File: config.mk
export PLATFORM = sky130hd
export DESIGN_NAME = rgb_to_hsv_converter_top
export DESIGN_NICKNAME = d
export VERILOG_FILES = /design/src/hw/rtl/rhsv_pkg.sv /design/src/hw/rtl/rgb_to_hsv_converter_top.sv /design/src/hw/rtl/rhsv_front.sv /design/src/hw/rtl/rhsv_cell.sv
export SDC_FILE = /design/constraint.sdc
export NUM_CORES = 2
export LEC_CHECK = 0
export CORE_MARGIN = 2
export CORE_UTILIZATION = 50
export DETAILED_ROUTE_END_ITERATION = 8
export DONT_BUFFER_PORTS = 1
export PLACE_DENSITY = 0.76
export SYNTH_ARGS = -nofsm -noshare
export SYNTH_HDL_FRONTEND = slang
export SYNTH_SLANG_ARGS = --single-unit
File: constraint.sdc
create_clock -name clock -period 16.17 [get_ports clock]
set_clock_uncertainty 0.15 [all_clocks]
set_input_delay 4.0425 -clock clock [delete_from_list [all_inputs] [get_ports clock]]
set_output_delay 4.0425 -clock clock [all_outputs]
set_load 0.01 [all_outputs]
File: src/hw/rtl/rhsv_pkg.sv
// Package: shared types, constants and widths of the RGB to HSV converter.
package rhsv_pkg;

   localparam int unsigned CHAN_W        = 8;
   localparam int unsigned HUE_W         = 15;
   localparam int unsigned QUO_W         = 15;
   localparam int unsigned DIVR_W        = 9;
   localparam int unsigned HUE_NUM_W     = 24;
   localparam int unsigned SAT_NUM_W     = 17;
   localparam int unsigned NUM_CELLS     = QUO_W;
   localparam int unsigned HUE_SECTOR    = 3840;
   localparam int unsigned HUE_SCALE     = 2 * HUE_SECTOR;
   localparam int unsigned HUE_FULL_TURN = 23040;
   localparam int unsigned SAT_SCALE     = 510;

   typedef struct packed {
      logic [CHAN_W-1:0] red;
      logic [CHAN_W-1:0] green;
      logic [CHAN_W-1:0] blue;
   } pix_type;

   typedef struct packed {
      logic [HUE_W-1:0]  hue;
      logic [CHAN_W-1:0] saturation;
      logic [CHAN_W-1:0] brightness;
   } hsv_type;

   // one division in flight: partial remainder, dividend bits shifting out
   // on the left while quotient bits shift in on the right
   typedef struct packed {
      logic [DIVR_W-1:0] rem;
      logic [QUO_W-1:0]  lo;
      logic [DIVR_W-1:0] divisor;
   } div_type;

   typedef struct packed {
      div_type           hue_div;
      div_type           sat_div;
      logic              grey;
      logic              black;
      logic [CHAN_W-1:0] brightness;
   } cell_data_type;

endpackage

File: src/hw/rtl/rgb_to_hsv_converter_top.sv
// Top level: RGB to HSV converter, front stage followed by a chain of divider cells.
// Stages: 1 front + 15 cells; each cell resolves one quotient bit of both divisions.
// Throughput: one transaction per cycle while rsp_ready is high.
// A stage holds its transaction only while its successor cannot take it; empty stages fill.
// Reset (synchronous) clears all stage valid bits; payload registers are not reset.
module rgb_to_hsv_converter_top import rhsv_pkg::*; (
   input  logic    clock,
   input  logic    reset,
   input  logic    req_valid,
   output logic    req_ready,
   input  pix_type req_data,
   output logic    rsp_valid,
   input  logic    rsp_ready,
   output hsv_type rsp_data
);

   logic          stg_valid [NUM_CELLS+1];
   logic          stg_en    [NUM_CELLS+1];
   cell_data_type stg_data  [NUM_CELLS+1];
   cell_data_type last;
   logic [HUE_W-1:0] hue_q;

   rhsv_front u_front (
      .clock     (clock),
      .reset     (reset),
      .in_valid  (req_valid),
      .in_ready  (req_ready),
      .in_data   (req_data),
      .out_valid (stg_valid[0]),
      .out_en    (stg_en[0]),
      .out_data  (stg_data[0])
   );

   for (genvar i = 0; i < NUM_CELLS; i++) begin : g_cell
      rhsv_cell u_cell (
         .clock     (clock),
         .reset     (reset),
         .in_valid  (stg_valid[i]),
         .in_ready  (stg_en[i]),
         .in_data   (stg_data[i]),
         .out_valid (stg_valid[i+1]),
         .out_en    (stg_en[i+1]),
         .out_data  (stg_data[i+1])
      );
   end

   assign stg_en[NUM_CELLS] = rsp_ready;
   assign last              = stg_data[NUM_CELLS];
   assign hue_q             = last.hue_div.lo;

   always_comb begin
      rsp_valid           = stg_valid[NUM_CELLS];
      rsp_data.brightness = last.brightness;
      rsp_data.saturation = last.black ? '0 : last.sat_div.lo[CHAN_W-1:0];
      if (last.grey) begin
         rsp_data.hue = '0;
      end else if (hue_q >= HUE_W'(HUE_FULL_TURN)) begin
         rsp_data.hue = hue_q - HUE_W'(HUE_FULL_TURN);
      end else begin
         rsp_data.hue = hue_q;
      end
   end

endmodule

File: src/hw/rtl/rhsv_front.sv
// Front stage: max/min, hue sector selection and setup of both divisions.
module rhsv_front import rhsv_pkg::*; (
   input  logic          clock,
   input  logic          reset,
   input  logic          in_valid,
   output logic          in_ready,
   input  pix_type       in_data,
   output logic          out_valid,
   input  logic          out_en,
   output cell_data_type out_data
);

   logic                  valid_ff;
   logic                  valid_in;
   cell_data_type         data_ff;
   cell_data_type         data_in;

   logic [CHAN_W-1:0]     mx;
   logic [CHAN_W-1:0]     mn;
   logic [CHAN_W-1:0]     d;
   logic signed [11:0]    m_s;
   logic [10:0]           m;
   logic [HUE_NUM_W-1:0]  hue_num;
   logic [SAT_NUM_W-1:0]  sat_num;

   always_comb begin
      mx = in_data.red;
      if (in_data.green > mx) mx = in_data.green;
      if (in_data.blue > mx) mx = in_data.blue;
      mn = in_data.red;
      if (in_data.green < mn) mn = in_data.green;
      if (in_data.blue < mn) mn = in_data.blue;
      d = mx - mn;

      if (in_data.red == mx) begin
         m_s = $signed({4'b0, in_data.green}) - $signed({4'b0, in_data.blue});
      end else if (in_data.green == mx) begin
         m_s = $signed({3'b0, d, 1'b0}) + $signed({4'b0, in_data.blue})
             - $signed({4'b0, in_data.red});
      end else begin
         m_s = $signed({2'b0, d, 2'b0}) + $signed({4'b0, in_data.red})
             - $signed({4'b0, in_data.green});
      end
      if (m_s < 0) begin
         m_s = m_s + $signed({2'b0, d, 2'b0}) + $signed({3'b0, d, 1'b0});
      end
      m = m_s[10:0];

      hue_num = HUE_NUM_W'(m) * HUE_NUM_W'(HUE_SCALE) + HUE_NUM_W'(d);
      sat_num = SAT_NUM_W'(SAT_SCALE) * SAT_NUM_W'(d) + SAT_NUM_W'(mx);

      data_in.hue_div.rem     = hue_num[HUE_NUM_W-1 -: DIVR_W];
      data_in.hue_div.lo      = hue_num[QUO_W-1:0];
      data_in.hue_div.divisor = {d, 1'b0};
      data_in.sat_div.rem     = DIVR_W'(sat_num[SAT_NUM_W-1:QUO_W]);
      data_in.sat_div.lo      = sat_num[QUO_W-1:0];
      data_in.sat_div.divisor = {mx, 1'b0};
      data_in.grey            = (d == '0);
      data_in.black           = (mx == '0);
      data_in.brightness      = mx;
   end

   assign in_ready = !valid_ff || out_en;
   assign valid_in = in_ready ? in_valid : valid_ff;

   always_ff @(posedge clock) begin
      if (reset) begin
         valid_ff <= 1'b0;
      end else begin
         valid_ff <= valid_in;
      end
   end

   always_ff @(posedge clock) begin
      if (in_ready && in_valid) begin
         data_ff <= data_in;
      end
   end

   assign out_valid = valid_ff;
   assign out_data  = data_ff;

endmodule

File: src/hw/rtl/rhsv_cell.sv
// Divider cell: one restoring step of the hue and saturation divisions.
module rhsv_cell import rhsv_pkg::*; (
   input  logic          clock,
   input  logic          reset,
   input  logic          in_valid,
   output logic          in_ready,
   input  cell_data_type in_data,
   output logic          out_valid,
   input  logic          out_en,
   output cell_data_type out_data
);

   logic          valid_ff;
   logic          valid_in;
   cell_data_type data_ff;
   cell_data_type data_in;

   function automatic div_type div_step(input div_type x);
      logic [DIVR_W:0] t;
      logic [DIVR_W:0] dv;
      logic            q;
      div_type         y;
      t  = {x.rem, x.lo[QUO_W-1]};
      dv = {1'b0, x.divisor};
      q  = (t >= dv);
      if (q) begin
         t = t - dv;
      end
      y.rem     = t[DIVR_W-1:0];
      y.lo      = {x.lo[QUO_W-2:0], q};
      y.divisor = x.divisor;
      return y;
   endfunction

   always_comb begin
      data_in         = in_data;
      data_in.hue_div = div_step(in_data.hue_div);
      data_in.sat_div = div_step(in_data.sat_div);
   end

   assign in_ready = !valid_ff || out_en;
   assign valid_in = in_ready ? in_valid : valid_ff;

   always_ff @(posedge clock) begin
      if (reset) begin
         valid_ff <= 1'b0;
      end else begin
         valid_ff <= valid_in;
      end
   end

   always_ff @(posedge clock) begin
      if (in_ready && in_valid) begin
         data_ff <= data_in;
      end
   end

   assign out_valid = valid_ff;
   assign out_data  = data_ff;

endmodule

==> impl_summary.log <==
INFO  metric post-dp-hpwl = 58.7 mm
INFO  metric cp_max_fo = 14
INFO  metric worstReg2RegEnd = g_cell[0].u_cell.out_data[15]
INFO  metric worstSetupStartpoint = req_data[19]
INFO  metric die_height = 301 um
INFO  metric most-common-layout-cells = 817 x sky130_fd_sc_hd__edfxtp_1, 413 x sky130_fd_sc_hd__inv_1, 372 x sky130_fd_sc_hd__ha_1
INFO  metric grt_pass1_vias = 26,700
INFO  metric grt_max_degree = 57
INFO  metric slew_headroom = 26.2%
INFO  metric timing_max_transition_violations_final = 0
INFO  metric vias_per_cell = 5.35
INFO  metric synthTopCellsByArea = sky130_fd_sc_hd__edfxtp_1 56%, sky130_fd_sc_hd__ha_1 11%, sky130_fd_sc_hd__fa_1 3.7%
INFO  metric layout.cells.most_common = sky130_fd_sc_hd__edfxtp_1
INFO  metric start_util = 50.7%
INFO  metric holdCritPathClass = flop to flop
INFO  metric hold_path.startpoint = g_cell[7].u_cell.out_data[28]
INFO  metric synth_enable_flop_cells = 817
INFO  metric path_class = input port to flop
INFO  metric yosys.area.top_type = sky130_fd_sc_hd__edfxtp_1
INFO  metric synth_nets = 3,992
INFO  metric drive_above_1_share = 6.90%
INFO  metric clock_insertion_delay_worst_skew = 0.62 ns
INFO  metric status = finished, final reports clean
INFO  metric final.period_utilization = 92.8%
INFO  metric grt.total_usage = 17.6%
INFO  metric fin_tns_setup = 0 ns
INFO  metric grt_util_met1 = 19.3%
INFO  metric grt_busiest_layer = met2
INFO  metric drt_wl_cell = 16.4 um
INFO  metric cts_root_buf = sky130_fd_sc_hd__clkbuf_16
INFO  metric clock_tree.buffer_depth = 3
INFO  metric global_route.usage.met3 = 2.67%
INFO  metric grt-ovfl-total = 0
INFO  metric yosysSeqAreaShare = 56.4%
INFO  metric detail_route.drc_violations = 0
INFO  metric timing.reg2reg.worst_path_depth = 11
INFO  metric areaGrowthSynthToFinish = 9.63%
INFO  metric cpMostUsedCell = sky130_fd_sc_hd__a21oi_1
INFO  metric clkSinkCount = 833
INFO  metric r2r_slack = 11.19 ns
INFO  metric timing.critical_path.slowest_stage_cell = sky130_fd_sc_hd__fa_1
INFO  metric placeableCoreArea = 87,000 sq um
INFO  metric endpoint_kind = flop
INFO  metric wirelength = 78.8 mm
INFO  metric num_io_pins = 61
INFO  metric mappedNetlistArea = 44,100 sq um
INFO  metric tightest_slew = 1.11 ns
INFO  metric grt_pass1_wl = 130 mm
INFO  metric worst_path_largest_cell_delay = 0.68 ns
INFO  metric gp_congestion = 0.886
INFO  metric cap_viol_max_count = 0
INFO  metric yosys_register_bits = 833
INFO  metric netlist_instances = 3,510
INFO  metric portBuffers = 0
INFO  metric drt_pass1_iterations = 5
INFO  metric num_vias = 25,600
INFO  metric antenna_left = 0
INFO  metric synth-main-ff-cell = sky130_fd_sc_hd__edfxtp_1
INFO  metric antenna_found_initial = 0
INFO  metric grt_setup_unrepaired = no
INFO  metric max_freq = 66.6 MHz
INFO  metric core.rowCount = 108
INFO  metric asyncSetResetFlopFracSynth = 0%
INFO  metric hold_viol = 0
INFO  metric grtUsageMet2 = 34.2%
INFO  metric timing.critical_path.required = 16.38 ns
INFO  metric drt_iter0_drcs = 1,221
INFO  metric insertedDiodeCount = 0
INFO  metric syn_avg_cell_area = 12.6 sq um
INFO  metric fp.dieArea = 90,600 sq um
INFO  metric worst_r2r_startpoint = g_cell[14].u_cell.out_valid
INFO  metric period_needed = 15.01 ns
INFO  metric worstSetupStartpointType = input port
INFO  metric timing.critical_path.to = u_front.out_data[75]
INFO  metric clock_tree_from_tritoncts = done
INFO  metric clk_slew_on_worst_s_h_paths = 0.06 ns
INFO  metric cts_htree_levels = 3
INFO  metric floorplan.die.width = 301 um
INFO  metric setup-violations-final = 0
INFO  metric synth_top_area_share = 55.6%
INFO  metric nFillCells = 6,865
INFO  metric number_of_nets_in_the_layout = 4,054
INFO  metric arrival = 15.22 ns
INFO  metric cts_buffers = 83
INFO  metric hold_buffers = 0
INFO  metric yosys_warnings = 0
INFO  metric yosys.cell_types.count = 80
==> synthesized netlist by cell type (all sizes together), types with 16 or more instances <==
library cell	count
nor2	225
nand4	57
nand2	103
nand2b	95
o31ai	30
and3	23
a21oi	284
a31oi	17
xor2	63
dfxtp	16
o21bai	31
inv	414
ha	372
nor2b	139
fa	82
clkbuf	37
mux2	50
nand3	22
o21ai	142
xnor2	156
edfxtp	817
a21o	119
a211oi	19
==> how the worst min path moves through the flow <==
stage / to / slack, ns / cells after the start
after floorplan: g_cell[0].u_cell.out_data[21] / 0.25 / 0
after global placement: g_cell[4].u_cell.out_data[30] / 0.25 / 0
after detailed placement: g_cell[0].u_cell.out_data[66] / 0.25 / 0
after CTS: g_cell[0].u_cell.out_data[64] / 0.26 / 0
after global routing: g_cell[9].u_cell.out_data[33] / 0.27 / 0
final: g_cell[8].u_cell.out_data[29] / 0.26 / 0
==> critical path: cells and delay by family <==
| family | cells | cell delay (ns) |
|---|---|---|
| XOR/XNOR | 2 | 0.27 |
| adder cells (fa/ha/maj) | 9 | 3.85 |
| AO/OA/AOI/OAI | 24 | 4.62 |
| buffers and inverters | 3 | 0.68 |
| AND/OR/NAND/NOR | 8 | 1.16 |
| multiplexers | 2 | 0.59 |
==> flip-flops by register name, summed over array words and instances (netlist names) <==
name / flops
g_cell.u_cell.out_data: 768
u_front.out_data: 49
g_cell.u_cell.out_valid: 15
u_front.out_valid: 1
==> stage by stage <==
step	cell area (sq um)	setup slack [ns]	util, %	instances	hold slack [ns]
after floorplan	44100	1.48	-	3510	0.250
after global placement	45700	0.685	52.5	4642	0.250
after detailed placement	45700	0.414	52.5	4642	0.255
after CTS	48300	1.09	55.6	4795	0.261
after global routing	48300	0.172	55.6	4795	0.265
final	48300	1.16	55.6	4795	0.259
==> layer usage <==
layer	part of all wire [%]	routed length, um	up-vias
li1	-	-	12700
met4	2.7	2120	0
met5	0	0	-
met1	39	30800	12400
met2	55	43200	407
met3	3.3	2640	134
==> cell families (layout without fill, tap and decap cells) <==
logic type,count (synthesis),after routing,share of synthesized area [%]
fa+ha+maj,455,455,14.3
flops,833,833,56.4
compound gates,735,735,10.5
mux,63,63,1.62
buf+inv,463,593,4.05
xor+xnor,220,220,4.42
simple gates,741,741,8.70
==> area by class of cell <==
class                      count  area (sq um)  share of cell area [%]
tap                         1155          1450                    2.99
multi-input combinational   2214         17600                    36.4
clock inverter                50           413                   0.854
timing repair buffer          26           195                   0.404
sequential                   833         24900                    51.4
clock buffer                 103          2270                    4.69
inverter                     414          1550                    3.21
==> timing repair <==
action                     in CTS  in global routing
resized for setup               0                  1
setup endpoints to repair       0                  1
buffers inserted                0                  0
Power is not shown: default switching activity piles up to over one toggle a cycle in this logic, so the estimate is an artifact.
